**config.mk**
```make
export PLATFORM = sky130hd
export DESIGN_NAME = lru_cache_set_core
export DESIGN_NICKNAME = d
export VERILOG_FILES = /design/src/design/lcs_pkg.sv /design/src/design/lcs_ctrl.sv /design/src/design/lcs_datapath.sv /design/src/design/lru_cache_set_core.sv
export SDC_FILE = /design/constraint.sdc
export NUM_CORES = 1
export LEC_CHECK = 0
export ABC_AREA = 1
export BUFFER_PORTS_ARGS = -buffer_cell sky130_fd_sc_hd__buf_4
export CORE_MARGIN = 2
export CORE_UTILIZATION = 30
export DETAILED_ROUTE_END_ITERATION = 8
export SYNTH_ARGS = -nofsm -noshare
export SYNTH_HDL_FRONTEND = slang
export SYNTH_SLANG_ARGS = --single-unit
```
**constraint.sdc**
```tcl
create_clock -name clk_i -period 5.1 [get_ports clk_i]
set_input_delay 0.255 -clock clk_i [delete_from_list [all_inputs] [get_ports clk_i]]
set_output_delay 0.255 -clock clk_i [all_outputs]
set_load 0.1 [all_outputs]
```
**src/design/lcs_pkg.sv**
```systemverilog
// lcs_pkg: shared constants, types and helpers for the LRU cache set.
// No dependencies; imported by lcs_ctrl, lcs_datapath and lru_cache_set_core.
`timescale 1ns / 1ps

package lcs_pkg;

  localparam int unsigned WAYS     = 8;
  localparam int unsigned TAG_BITS = 32;
  localparam int unsigned WAY_W    = (WAYS > 1) ? $clog2(WAYS) : 1;
  localparam int unsigned CNT_W    = $clog2(WAYS + 1);
  localparam int unsigned CFG_W    = 4;

  localparam logic [CFG_W-1:0] WAYS_RESET = CFG_W'(8);

  // commands from the controller to the datapath
  typedef struct packed {
    logic load_tag;  // capture the incoming access tag
    logic commit;    // look up, update the stack and load the result register
  } lcs_cmd_t;

  // way limit in effect: register clamped to 1..WAYS
  function automatic logic [CNT_W-1:0] lcs_limit(input logic [CFG_W-1:0] ways);
    logic [CNT_W-1:0] lim;
    if (ways == '0) begin
      lim = CNT_W'(1);
    end else if ({1'b0, ways} > (CFG_W + 1)'(WAYS)) begin
      lim = CNT_W'(WAYS);
    end else begin
      lim = CNT_W'(ways);
    end
    return lim;
  endfunction

endpackage

```
**src/design/lcs_ctrl.sv**
```systemverilog
// lcs_ctrl: sequencer for the LRU cache set; drives the handshakes and datapath commands.
// Depends on lcs_pkg.
`timescale 1ns / 1ps

module lcs_ctrl
  import lcs_pkg::*;
(
  input  logic     clk_i,
  input  logic     rst_ni,
  input  logic     in_valid_i,
  output logic     in_ready_o,
  output logic     out_valid_o,
  input  logic     out_ready_i,
  output lcs_cmd_t cmd_o
);

  typedef enum logic {
    ST_IDLE,
    ST_LOOKUP
  } state_e;

  state_e state_q, state_d;
  logic   out_valid_q, out_valid_d;
  logic   in_xfer;
  logic   slot_free;

  assign in_ready_o  = (state_q == ST_IDLE);
  assign in_xfer     = in_valid_i & in_ready_o;
  assign slot_free   = ~out_valid_q | out_ready_i;
  assign out_valid_o = out_valid_q;

  always_comb begin
    state_d        = state_q;
    out_valid_d    = out_valid_q & ~out_ready_i;
    cmd_o.load_tag = 1'b0;
    cmd_o.commit   = 1'b0;
    case (state_q)
      ST_IDLE: begin
        if (in_xfer) begin
          cmd_o.load_tag = 1'b1;
          state_d        = ST_LOOKUP;
        end
      end
      ST_LOOKUP: begin
        // hold until the result register can take the new result
        if (slot_free) begin
          cmd_o.commit = 1'b1;
          out_valid_d  = 1'b1;
          state_d      = ST_IDLE;
        end
      end
      default: begin
        state_d = ST_IDLE;
      end
    endcase
  end

  always_ff @(posedge clk_i or negedge rst_ni) begin
    if (!rst_ni) begin
      state_q     <= ST_IDLE;
      out_valid_q <= 1'b0;
    end else begin
      state_q     <= state_d;
      out_valid_q <= out_valid_d;
    end
  end

`ifndef SYNTHESIS
  a_no_overwrite: assert property (@(posedge clk_i) disable iff (!rst_ni)
    cmd_o.commit |-> (!out_valid_q || out_ready_i))
    else $error("result register overwritten while pending");

  a_accept_to_lookup: assert property (@(posedge clk_i) disable iff (!rst_ni)
    in_xfer |=> (state_q == ST_LOOKUP))
    else $error("accepted item not looked up");

  a_commit_sets_valid: assert property (@(posedge clk_i) disable iff (!rst_ni)
    cmd_o.commit |=> out_valid_q)
    else $error("committed result not presented");
`endif

endmodule

```
**src/design/lcs_datapath.sv**
```systemverilog
// lcs_datapath: recency stack, fill count, way-limit register, tag compare and result register.
// Depends on lcs_pkg; commanded by lcs_ctrl.
`timescale 1ns / 1ps

module lcs_datapath
  import lcs_pkg::*;
(
  input  logic                clk_i,
  input  logic                rst_ni,
  input  lcs_cmd_t            cmd_i,
  input  logic                cfg_we_i,
  input  logic [CFG_W-1:0]    cfg_wdata_i,
  input  logic [TAG_BITS-1:0] access_tag_i,
  output logic                hit_o,
  output logic                evicted_o,
  output logic [31:0]         evicted_tag_o
);

  logic [TAG_BITS-1:0] stack_q [WAYS];
  logic [TAG_BITS-1:0] stack_d [WAYS];
  logic [TAG_BITS-1:0] tag_q;
  logic [CNT_W-1:0]    count_q, count_d;
  logic [CFG_W-1:0]    ways_q;
  logic [CNT_W-1:0]    limit;
  logic [WAYS-1:0]     match;
  logic                hit;
  logic                full;
  logic                evict;
  logic [WAY_W-1:0]    found;
  logic [WAY_W-1:0]    pos;
  logic [WAY_W-1:0]    last_idx;
  logic [TAG_BITS-1:0] ev_tag;
  logic                hit_q;
  logic                evicted_q;
  logic [31:0]         evicted_tag_q;

  assign limit    = lcs_limit(ways_q);
  assign full     = (count_q >= limit);
  assign last_idx = WAY_W'(count_q - CNT_W'(1));

  always_comb begin
    for (int i = 0; i < WAYS; i++) begin
      match[i] = (CNT_W'(i) < count_q) && (stack_q[i] == tag_q);
    end
    found = '0;
    for (int i = WAYS - 1; i >= 0; i--) begin
      if (match[i]) begin
        found = WAY_W'(i);
      end
    end
  end

  assign hit    = |match;
  assign evict  = ~hit & full;
  assign ev_tag = stack_q[last_idx];

  // entry that the shift overwrites: the hit way, the LRU way, or the first free way
  always_comb begin
    if (hit) begin
      pos = found;
    end else if (full) begin
      pos = last_idx;
    end else begin
      pos = WAY_W'(count_q);
    end
  end

  always_comb begin
    stack_d = stack_q;
    count_d = count_q;
    if (cmd_i.commit) begin
      stack_d[0] = tag_q;
      for (int i = 1; i < WAYS; i++) begin
        if (WAY_W'(i) <= pos) begin
          stack_d[i] = stack_q[i-1];
        end
      end
      if (!hit && !full) begin
        count_d = count_q + CNT_W'(1);
      end
    end
  end

  always_ff @(posedge clk_i or negedge rst_ni) begin
    if (!rst_ni) begin
      count_q <= '0;
      ways_q  <= WAYS_RESET;
    end else begin
      count_q <= count_d;
      if (cfg_we_i) begin
        ways_q <= cfg_wdata_i;
      end
    end
  end

  always_ff @(posedge clk_i) begin
    stack_q <= stack_d;
    if (cmd_i.load_tag) begin
      tag_q <= access_tag_i;
    end
    if (cmd_i.commit) begin
      hit_q         <= hit;
      evicted_q     <= evict;
      evicted_tag_q <= evict ? 32'(ev_tag) : 32'd0;
    end
  end

  assign hit_o         = hit_q;
  assign evicted_o     = evicted_q;
  assign evicted_tag_o = evicted_tag_q;

`ifndef SYNTHESIS
  a_count_bound: assert property (@(posedge clk_i) disable iff (!rst_ni)
    count_q <= CNT_W'(WAYS))
    else $error("fill count above way count");

  a_evict_keeps_count: assert property (@(posedge clk_i) disable iff (!rst_ni)
    (cmd_i.commit && evict) |=> (count_q == $past(count_q)))
    else $error("eviction changed the fill count");

  a_hit_not_evict: assert property (@(posedge clk_i) disable iff (!rst_ni)
    cmd_i.commit |-> !(hit && evict))
    else $error("hit and eviction together");

  a_front_is_last_tag: assert property (@(posedge clk_i) disable iff (!rst_ni)
    cmd_i.commit |=> (stack_q[0] == $past(tag_q)))
    else $error("accessed tag not at the front");
`endif

endmodule

```
**src/design/lru_cache_set_core.sv**
```systemverilog
// lru_cache_set_core: one set of a set-associative cache with true LRU replacement.
// Depends on lcs_pkg, lcs_ctrl and lcs_datapath.
//
//   channel  | handshake                | payload
//   ---------+--------------------------+------------------------------
//   in       | in_valid_i / in_ready_o  | access_tag_i
//   out      | out_valid_o / out_ready_i| hit_o, evicted_o, evicted_tag_o
//   config   | cfg_we_i (no wait)       | cfg_wdata_i (ways in use)
//
// Each item first captures the tag, then compares all ways in parallel, shifts the
// recency stack and loads the result register.
// The next item is taken while the previous result still waits in the output register.
// A stalled output holds the lookup cycle until the result register frees.
// Reset clears the fill count and sets ways in use to 8; stack entries need no clearing.
`timescale 1ns / 1ps

module lru_cache_set_core
  import lcs_pkg::*;
(
  input  logic                clk_i,
  input  logic                rst_ni,
  input  logic                in_valid_i,
  output logic                in_ready_o,
  input  logic [31:0]         access_tag_i,
  output logic                out_valid_o,
  input  logic                out_ready_i,
  output logic                hit_o,
  output logic                evicted_o,
  output logic [31:0]         evicted_tag_o,
  input  logic                cfg_we_i,
  input  logic [CFG_W-1:0]    cfg_wdata_i
);

  lcs_cmd_t cmd;

  lcs_ctrl u_ctrl (
    .clk_i      (clk_i),
    .rst_ni     (rst_ni),
    .in_valid_i (in_valid_i),
    .in_ready_o (in_ready_o),
    .out_valid_o(out_valid_o),
    .out_ready_i(out_ready_i),
    .cmd_o      (cmd)
  );

  lcs_datapath u_datapath (
    .clk_i        (clk_i),
    .rst_ni       (rst_ni),
    .cmd_i        (cmd),
    .cfg_we_i     (cfg_we_i),
    .cfg_wdata_i  (cfg_wdata_i),
    .access_tag_i (access_tag_i[TAG_BITS-1:0]),
    .hit_o        (hit_o),
    .evicted_o    (evicted_o),
    .evicted_tag_o(evicted_tag_o)
  );

endmodule
```
# After elaboration in Yosys (flattened, before gate mapping)
# Cells that the tools add are included.
# Widths: inputs -> output; s select.
dict set report totals {
  regBits 332
  input_bits 41
  output_inout_bits 36
}
dict set report op_classes {
  n_addsub 2
  magnitude_cmp 18
  eq_ne 8
  mux 23
  n_bitwise 9
  n_reduce_logical 21
}
# cell count
set op_table {}
lappend op_table {{$eq 32x32->1} 8}
lappend op_table {{$bmux 32 s3} 1}
lappend op_table {{$mux 32} 2}
lappend op_table {{$mux 3} 10}
lappend op_table {{$lt 3x4->1 const A} 4}
lappend op_table {{$reduce_and 2->1} 8}
lappend op_table {{$le 3x3->1 const A} 4}
lappend op_table {{$logic_and 1x1->1} 9}
lappend op_table {{$lt 1x4->1 const A} 2}
lappend op_table {{$lt 2x4->1 const A} 2}
lappend op_table {{$mux 4} 2}
lappend op_table {{$reduce_or 8->1} 1}
lappend op_table {{$mux 1} 7}
lappend op_table {{$le 2x3->1 const A} 2}
lappend op_table {{$add 4x1->4 const B} 1}
lappend op_table {{$ge 4x4->1} 1}
lappend op_table {{$ge 4x4->1 const B} 1}
lappend op_table {{$gt 4x4->1 const B} 1}
lappend op_table {{$logic_not 4->1} 1}
lappend op_table {{$not 1->1} 4}
lappend op_table {{$not 3->4} 1}
lappend op_table {{$and 1x1->1} 3}
lappend op_table {{$le 1x3->1 const A} 1}
lappend op_table {{$sub 3x1->3 const B} 1}
lappend op_table {{other kinds (3)} 4}

# Longest topological paths before layout
# Gate-level depths: netlist of the first run.
dict set report depth {
  word_depth 13
  mapped_depth 20
}

# Hierarchy
# From an unflattened synthesis of the first run, not the netlist that was laid out.
dict set report unflattened {
  cells_unflattened 1970
  hier_area_um2 18031.0
}
# mod n_inst cells_each area_per_inst_um2 seq_area_each_um2
set modules_own_cells {}
lappend modules_own_cells {lcs_datapath 1 1959 17938.5 9870.7}
lappend modules_own_cells {lcs_ctrl 1 11 92.6 50.0}

# Worst setup path before layout of the first run
# OpenSTA, ideal clock, no wires.
dict set report synth_path {
  path_kind {reg2reg}
  from {reg u_ctrl.out_valid_q (netlist: u_ctrl.out_valid_o)}
  to {reg u_datapath.stack_q[64] (netlist bit) (enable)}
  setup_time_ns 0.432
  arrival_ns 4.317
  path_slack_ns 0.351
  stages_incl_launch_ff 8
  path_buffers 0
  period_less_slack_ns 4.749
  path_cell_list {dfrtp_1 nand2_1 nand2_1 inv_1 nand2_1 nor2_1 nand2_1 a21oi_1}
}
# element line
set synth_lines {}
lappend synth_lines {{start: declaration} lcs_ctrl.sv:23} ;# logic out_valid_q, out_valid_d;
lappend synth_lines {{start signal: assignment} lcs_ctrl.sv:64} ;# out_valid_q <= out_valid_d;
lappend synth_lines {{end signal: assignment} lcs_datapath.sv:97} ;# stack_q <= stack_d;
lappend synth_lines {{end: declaration} lcs_datapath.sv:19} ;# logic [TAG_BITS-1:0] stack_q [WAYS];

# Worst setup path after layout of the first run
dict set report layout_path {
  from {reg u_datapath.tag_q[22]}
  to {reg u_datapath.stack_q[121] (netlist bit) (enable)}
}
dict set report layout_via {
  elab_cells_between_ends 28
  cone_classes {1 x order compare; 8 x eq/ne; 9 x mux; 10 x reduce/logical}
}
# element line
set layout_lines {}
lappend layout_lines {{start: declaration} lcs_datapath.sv:21} ;# logic [TAG_BITS-1:0] tag_q;
lappend layout_lines {{start signal: assignment} lcs_datapath.sv:99} ;# tag_q <= access_tag_i;
lappend layout_lines {{$eq 32x32->1} lcs_datapath.sv:43} ;# match[i] = (CNT_W'(i) < count_q) && (stack_q[i] == tag_q);
lappend layout_lines {{$logic_and 1x1->1} lcs_datapath.sv:43}
lappend layout_lines {{$reduce_or 8->1 (*)} lcs_datapath.sv:53} ;# assign hit = |match;
lappend layout_lines {{via u_datapath.hit} lcs_datapath.sv:26} ;# logic hit;
lappend layout_lines {{$mux 3 (*)} lcs_datapath.sv:59} ;# if (hit) begin
lappend layout_lines {{$le 3x3->1 (*)} lcs_datapath.sv:74} ;# if (WAY_W'(i) <= pos) begin
lappend layout_lines {{$reduce_and 2->1 (no line) (*)} -}
# The timed path passes the listed nets; every way through them passes the cells marked *.
# A chain may end at the register's enable or synchronous reset.

==> results of run 1 <==
==> cell usage in the layout, fill, tap and decap left out, types with 42 or more instances in the layout <==
master / instances
a21oi_1: 129
xnor2_1: 124
nand2_1: 487
dlygate4sd3_1: 42
inv_1: 164
clkbuf_16: 43
nor2_1: 156
nand3_1: 146
nand4_1: 51
buf_4: 95
edfxtp_1: 322
o21ai_0: 109
==> layer usage <==
metal / vias to the layer above / wire (um)
met3: 159 / 6160
met1: 7428 / 28700
li1: 6899 / -
met5: - / 0
met2: 864 / 32000
met4: 0 / 3320
==> layout make-up <==
| type | instances | share of cell area (%) |
|---|---|---|
| Timing Repair Buffer | 137 | 5.36 |
| Clock buffer | 52 | 5.34 |
| Inverter | 197 | 3.51 |
| Tap cell | 773 | 4.57 |
| Clock inverter | 23 | 1.05 |
| Multi-Input combinational cell | 1361 | 33.2 |
| Sequential cell | 332 | 46.9 |
==> per-stage QoR <==
step / hold slack [ns] / worst slack [ns] / util [%] / cells
6_report: 0.0559 / 1.17 / 35.7 / 2875
5_1_grt: 0.0881 / 0.935 / 35.7 / 2875
4_1_cts: 0.0435 / 1.19 / 35.7 / 2875
3_5_place_dp: 0.103 / 1.21 / 32.7 / 2758
3_3_place_gp: 0.0934 / 1.20 / 32.7 / 2758
2_1_floorplan: -0.0406 / 0.351 / - / 1972
==> state kept, by name, summed over array words and instances, names as in the netlist <==
| signal | flops |
|---|---|
| u_datapath.count_q | 4 |
| u_datapath.evicted_o | 1 |
| u_ctrl.out_valid_o | 1 |
| u_ctrl.state_q | 1 |
| u_datapath.stack_q | 256 |
| u_datapath.tag_q | 32 |
| u_datapath.evicted_tag_o | 32 |
| u_datapath.ways_q | 4 |
| u_datapath.hit_o | 1 |
==> worst max-delay path, cell delays in order (launching register included) <==
cell and delay, ns:
edfxtp_1 0.63, xnor2_1 0.57, nand2_1 0.13, nor2_1 0.13, nand2_1 0.06, nor2_1 0.20, nand3_1 0.13, nand2_2 0.17
nor2_4 0.08, nand2_4 0.11, o21ai_1 0.12, inv_1 0.10, nand2_1 0.18, inv_1 0.90
==> path summary, 6_finish.rpt <==
path	depth (start not counted)	to	from
worst min-delay path	2	u_datapath.count_q[1]	rst_ni
worst max-delay path	13	u_datapath.stack_q[121]	u_datapath.tag_q[22]
worst max register to register	13	u_datapath.stack_q[121]	u_datapath.tag_q[22]
worst min register to register	0	u_datapath.stack_q[161]	u_datapath.stack_q[193]
min in group clk_i	2	u_datapath.tag_q[29]	access_tag_i[29]
max in group asynchronous	2	u_datapath.ways_q[3]	rst_ni
==> logic make-up after synthesis <==
family / share of synthesized area (%)
flops: 54.9
buf+inv: 6.63
xor+xnor: 7.37
fa+ha+maj: 0.485
compound gates: 8.89
simple gates: 21.7
mux: 0.0623
==> what timing repair did <==
item                                    4_1_cts  5_1_grt
setup buffers                                 0        0
endpoints found under the setup margin        0        0
hold buffers                                 42        0
endpoints found under the hold margin        48        0
==> results.md, run 1 <==
* Cts bufs inserted at just over 40
* Top cells by count, synth: nand2_1 (487), edfxtp_1 (322), inv_1 (165)
* Syn_area_per_cell at 9.17 um2
* Rows at 89
* Synth Register Bits at about 330
* Clock insertion delay at the later pin of the skew report at around 0.58 ns
* Gpl congestion at 1.12
* Yosys top cell by area: edfxtp_1
* Mapped Area at 18100 um2
* Share of layout cells above drive strength 1 at between 10% and 20%
* Final min period at between 3 and 4 ns
* Initial DRT Pass Iterations at 6
* Final clock skew at between 0.02 and 0.025 ns
* TNS Setup at 0 ns
* M1 GR Usage at 29.8%
* Met2 usage at a little over a third
* Crit Path Class: reg -> reg
* PortBufs at 76
* Hpwl dp at ~53 mm
* CTS tree: yes
* First-pass GRT wire length at between 100 and 150 mm
* Area of the multi-input gates at about 7000 um2
* MaxCap Viol Count at 0
* Sequential cell area at 9920 um2
* Drt total wl at roughly 70 mm
* Reg-to-reg setup timing slack at about 1.2 ns
* DIE HEIGHT at between 200 and 250 um
* Area post-placement at a little under 20000 um2
* Die Area at around 62000 um2
* Clock slew at reported path FFs at approximately 0.060 ns
* Vias in the first global route at ~15000
* Synth top area share at a little over half
* Post-cts sizing count at 0
* Area grow syn2layout at 17.0%
* Primary FF master, synth: edfxtp_1
* ANT nets after route at 0
* # setup viols final at 0
* Max-slew headroom at 23.1%
* CP startpoint kind: register
* Distinct cells, synth at 47
* Die width at 249 um
* Core area at 59200 um2
* DRC errors left at 0
* Vias/cell at roughly 5.3
* Finished Cell Area at between 20000 and 25000 um2
* Syn Inst Count at between 1500 and 2000
* Area contributors post-synth: edfxtp_1 (53%), nand2_1 (10%), xnor2_1 (6.0%), nand3_1 (4.1%), a21oi_1 (3.6%)
* CP arrival at a little over 4 ns
* Vias at about 15000
* Largest net degree at the start of global routing at just over 80
* Starting density of the core at slightly above 30%
* Status: finished, final reports clean
* CTS sink cnt at 332
* Fillers at just over 6000
* Drt initial violations at approximately 2300
* Most frequent cell after synthesis: nand2_1
* Worst-path fanout max at 32
* Final hold violations at 0
* Wire length per cell at roughly 24 um
* Clock Path Buffers at 3
* Grt ovf at 0
* Tcrit/Tclk final at about 77%
* EDFF count, synth at around 320
* Ys Warns at 0
* CP endpoint kind: register
* Root buf cell: clkbuf_16
* # diodes at 0
* NumNets Final at approximately 2100
* GRT Overall Usage at between 20% and 30%
* Synth Net Count at slightly above 2000
* Post-synthesis sequential area ratio at around 55%
* H-tree levels at 2
* Tightest Pin Transition at 1.15 ns
* GRT busiest layer: met2
* Initial antenna violation count at 0
* Met3 Use GR at under 10%
* Slew Viols, Final at 0
* FMAX at approximately 250 MHz
* Worst EP required at between 5 and 6 ns
* Top Ports at between 70 and 80
* Post-synth ARST share at 3.01%
* RSZ-0062 raised after global routing: no
* Hold crit path type: in -> async
Power of run 1 is not shown: default switching activity piles up to over one toggle a cycle in this logic, so the estimate is an artifact.
==> run 2: changes to the inputs <==
Clock period 5.1 ns to 3.75 ns, I/O delays scaled along.
==> run 2 against run 1 <==
Effect of this change: sequential share of layout area decreased by 0.95 points; fmax is 9.0% higher; clock-buffer cell count increased by 1; first-iteration DRC count fell by 14%; cell count up 1.5%; via count up 0.53%; critical endpoint is now u_datapath.stack_q[53]; largest cell class unchanged.
==> results.md, run 2 (synthesis gave the netlist of run 1 again) <==
* Die width at 249 um
* DIE HEIGHT at 249 um
* Setup crit start: u_datapath.count_q[1]
* Clock slew at reported path FFs at approximately 0.06 ns
* DRC errors left at 0
* CTS sink cnt at 332
* Final non-filler cell total at 2919
* Most frequent cells in the layout: nand2_1 (487), edfxtp_1 (322), inv_1 (164)
* Final clock skew at ~0.023 ns
* GRT Overall Usage at approximately a quarter
* Tcrit/Tclk final at 96.3%
* Cts bufs inserted at just over 40
* # diodes at 0
* Area grow syn2layout at 19.4%
* MaxCap Viol Count at 0
* Final min period at about 3.6 ns
* Final hold violations at 0
* Worst EP required at about 4 ns
* Hold_ws at roughly 0.11 ns
* Initial antenna violation count at 1
* First-pass GRT wire length at 107 mm
* Clock insertion delay at the later pin of the skew report at around 0.58 ns
* Drt total wl at approximately 76 mm
* Postcts setup bufs at 0
* Tightest Pin Transition at 1.05 ns
* Drt initial violations at 1960
* Commonest non-fill, non-tap cell in the layout: nand2_1
* Starting density of the core at 30.5%
* Core area at 59200 um2
* Sequential cell area at 9920 um2
* Rows at around 90
* Grt ovf at 0
* Reg-to-reg setup timing slack at 0.14 ns
* Status: finished, final reports clean
* Worst-path fanout max at 32
* CP startpoint kind: register
* Root buf cell: clkbuf_16
* Hold crit path type: in -> async
* Inst Count DP at about 2800
* NumNets Final at 2165
* Max-slew headroom at a little under a third
* Gpl congestion at about 1.1
* RSZ-0062 raised after global routing: no
* Initial DRT Pass Iterations at 5
* Core Util, Final at a little over a third
* Vias/cell at 5.29
* Slew Viols, Final at 0
* PortBufs at 76
* Crit Path Class: reg -> reg
* CTS tree: yes
* Vias in the first global route at 14800
* R2R Path Start: u_datapath.count_q[1]
* Fillers at 6020
* ANT nets after route at 0
* FMAX at approximately 280 MHz
* H-tree levels at 2
* Top Ports at 77
* Top reg by flops: u_datapath.stack_q
* Wire length per cell at approximately 26 um
* # setup viols final at 0
* TNS Setup at 0 ns
* Die Area at approximately 62000 um2
* Area of the multi-input gates at 7030 um2
* CP endpoint kind: register
* Largest net degree at the start of global routing at roughly 100
* Max reg flops at 256
* CP arrival at roughly 3.9 ns
* Vias at between 15000 and 20000
* Share of layout cells above drive strength 1 at roughly an eighth
* Clock Path Buffers at 3
* Hpwl dp at slightly below 60 mm
==> run 2: changes by cell type in the layout (fill, tap and decap cells not counted), moves of 2 or more <==
cell           previous run  this run
clkbuf_1                  7        10
clkinv_2                  9         4
buf_4                    95       129
clkbuf_8                  2         0
buf_12                    0        10
dlygate4sd3_1            42        45
==> run 2: worst paths after layout <==
path | to | depth (start not counted)
min | u_datapath.ways_q[3] | 2
max in group asynchronous | u_datapath.count_q[0] | 3
min reg2reg | u_datapath.stack_q[161] | 0
max reg2reg | u_datapath.stack_q[53] | 16
min in group clk_i | u_datapath.tag_q[13] | 2
max | u_datapath.stack_q[53] | 16
==> run 2: per-stage QoR <==
step / setup slack [ns] / instance area (um2)
6_report: 0.139 / 21600
5_1_grt: 0.0702 / 21600
4_1_cts: 0.221 / 21600
3_5_place_dp: 0.228 / 19800
3_3_place_gp: 0.130 / 19800
2_1_floorplan: 0.101 / 18100
==> run 2: critical path: stages (launching register included) <==
cell,delay (ns)
dfrtp_1,0.46
inv_1,0.13
ha_2,0.23
inv_1,0.15
o21ai_1,0.11
nor2_1,0.29
nand2_1,0.10
nor2_1,0.34
nand3_1,0.26
nand2_1,0.18
nor2_4,0.06
nand2_4,0.12
o21ai_1,0.12
inv_1,0.10
nand2_1,0.18
nor2_4,0.18
buf_12,0.23
==> run 2: repair_timing <==
| action | 4_1_cts | 5_1_grt |
|---|---|---|
| hold buffers | 45 | 0 |
| setup endpoints to repair | 0 | 78 |
| gates resized for setup | 0 | 1 |
| endpoints found under the hold margin | 48 | 0 |
==> run 2: layout make-up <==
type | count | share of cell area (%)
clock buffers | 53 | 5.16
clock inverters | 19 | 0.835
inverters | 197 | 3.45
multi-input cells | 1361 | 32.6
flip-flops and latches | 332 | 46.0
well taps | 773 | 4.48
repair buffers | 184 | 7.50
==> run 2: metal layers <==
metal / GRT usage [%] / up-vias / part of all wire (%)
li1: - / 6975 / -
met1: 31.7 / 7513 / 41
met2: 38.6 / 787 / 46
met3: 3.54 / 156 / 7.7
met4: 11.3 / 0 / 5.0
met5: 0 / - / 0
Power of run 2 is left out for the same reason.
==> run 3: changes to the inputs <==
==> constraint.sdc (replaced) <==
create_clock -name clk_i -period 3.75 [get_ports clk_i]
set_input_delay 0.5625 -clock clk_i [delete_from_list [all_inputs] [get_ports clk_i]]
set_output_delay 0.5625 -clock clk_i [all_outputs]
set_load 0.1 [all_outputs]
==> run 3 against run 2 <==
Effect of this change: largest cell class unchanged; die area is the same; clock-buffer cell count fell by 3; non-clock buffer count down 36; worst setup slack worse by 0.036 ns; via count shrank 1.5%; worst hold slack improved by 0.052 ns; critical path type unchanged; clock skew up 0.013 ns; cell count fell by 1.2%; cell area decreased by 1.6%.
==> results.md, run 3 (synthesis gave the netlist of run 1 again) <==
* ANT nets after route at 0
* CTS sink cnt at ~330
* # setup viols final at 0
* Clock slew at reported path FFs at ~0.060 ns
* Status: finished, final reports clean
* CTS tree: yes
* Clock insertion delay at the later pin of the skew report at 0.58 ns
* Hold path startpoint: access_tag_i[1]
* Tcrit/Tclk final at approximately 100%
* H-tree levels at 2
* Hold Crit Depth at 1
* Post-cts sizing count at 0
* Final worst setup slack at a little over 0.1 ns
* Endpoint of the worst hold path: u_datapath.tag_q[1]
* Final clock skew at between 0.03 and 0.04 ns
* Top reg by flops: u_datapath.stack_q
* Die width at between 200 and 250 um
* TNS Setup at 0 ns
* Max reg flops at 256
* Worst EP required at around 4.0 ns
* Clock Path Buffers at 3
* Area grow syn2layout at 17.6%
* Drt initial violations at just over 2000
* Area of the multi-input gates at ~7000 um2
* Rows at 89
* Max-slew headroom at 32.3%
* CP startpoint kind: register
* Commonest non-fill, non-tap cell in the layout: nand2_1
* Initial DRT Pass Iterations at 6
* NumNets Final at 2128
* Top Ports at between 70 and 80
* Tightest Pin Transition at approximately 1.0 ns
* Vias/cell at approximately 5.3
* DIE HEIGHT at roughly 250 um
* CP arrival at ~3.9 ns
* FMAX at 274 MHz
* RSZ-0062 raised after global routing: no
* Core area at 59200 um2
* DRC errors left at 0
* Drt total wl at approximately 74 mm
* Root buf cell: clkbuf_16
* Cts bufs inserted at 40
* Initial antenna violation count at 0
* Most frequent cells in the layout: nand2_1 (487), edfxtp_1 (322), inv_1 (164)
* RR Endpoint: u_datapath.stack_q[186]
* Hold crit path type: in -> reg
* Largest net degree at the start of global routing at between 150 and 200
* Vias in the first global route at between 10000 and 15000
* Setup Slack @ Placement at 0.142 ns
* R2R Path Start: u_datapath.tag_q[31]
* MaxCap Viol Count at 0
* Final min period at 3.65 ns
* Final hold violations at 0
* Crit Path Class: reg -> reg
* CP endpoint kind: register
* Worst-path fanout max at 32
* Vias at 15200
* Sequential cell area at between 9000 and 10000 um2
* Grt ovf at 0
* PortBufs at 76
* Fillers at a little over 6000
* R2R cell count at 14
* Hpwl dp at around 58 mm
* Gpl congestion at a little over 1
* GRT Overall Usage at a little under a quarter
* Slew Viols, Final at 0
* First-pass GRT wire length at 105 mm
* Reg-to-reg setup timing slack at about 0.10 ns
* # diodes at 0
* Die Area at just over 60000 um2
* Starting density of the core at between 30 and 40%
* Share of layout cells above drive strength 1 at roughly 13%
* Wire length per cell at roughly 26 um
run 3: per-layer routing:
layer | global-route usage, % | vias to the layer above | part of all wire, %
li1 | - | 6905 | -
met1 | 30.6 | 7408 | 42
met2 | 38.5 | 745 | 47
met3 | 2.87 | 137 | 6.8
met4 | 10.7 | 0 | 4.7
met5 | 0 | - | 0
run 3: cell type report:
type | count | area share, %
Inverter | 197 | 3.51
Clock inverter | 24 | 1.13
Timing Repair Buffer | 148 | 5.95
Sequential cell | 332 | 46.7
Clock buffer | 50 | 5.09
Multi-Input combinational cell | 1361 | 33.1
Tap cell | 773 | 4.55
run 3: metrics by stage:
step	cell area (um2)	util, %	hold slack (ns)	std cells
after detailed placement	19900	33.5	0.403	2804
final	21200	35.9	0.163	2885
after CTS	21200	35.8	0.143	2879
after floorplan	18100	-	0.267	1972
after global routing	21200	35.9	0.153	2885
after global placement	19900	33.5	0.398	2804
run 3: how the worst max path moves through the flow:
stage | slack [ns] | depth (start not counted) | start | endpoint
floorplan | 0.10 | 5 | u_ctrl.out_valid_o | u_datapath.stack_q[160]
global placement | 0.16 | 15 | u_datapath.tag_q[30] | u_datapath.stack_q[183]
detailed placement | 0.14 | 15 | u_datapath.tag_q[30] | u_datapath.stack_q[60]
CTS | 0.12 | 15 | u_datapath.tag_q[30] | u_datapath.stack_q[48]
global route | 0.05 | 16 | u_datapath.count_q[1] | u_datapath.stack_q[182]
finish | 0.10 | 14 | u_datapath.tag_q[31] | u_datapath.stack_q[186]
run 3: critical path, cell delays in order, from the launching register on:
cell and delay (ns):
edfxtp_1 0.65, buf_4 0.27, xor2_1 0.14, nor2_1 0.32, nand2_1 0.10, nor2_1 0.36
nand3_1 0.22, nand2_1 0.16, nor2_4 0.06, nand2_4 0.12, o21ai_1 0.12, inv_1 0.10
nand2_1 0.20, nand2_1 0.22, buf_12 0.23
run 3: what timing repair did:
action / 4_1_cts / 5_1_grt
hold endpoints to repair: 9 / 0
setup endpoints to repair: 0 / 162
hold buffers: 1 / 0
buffers inserted: 0 / 6
Power of run 3 is left out for the same reason.
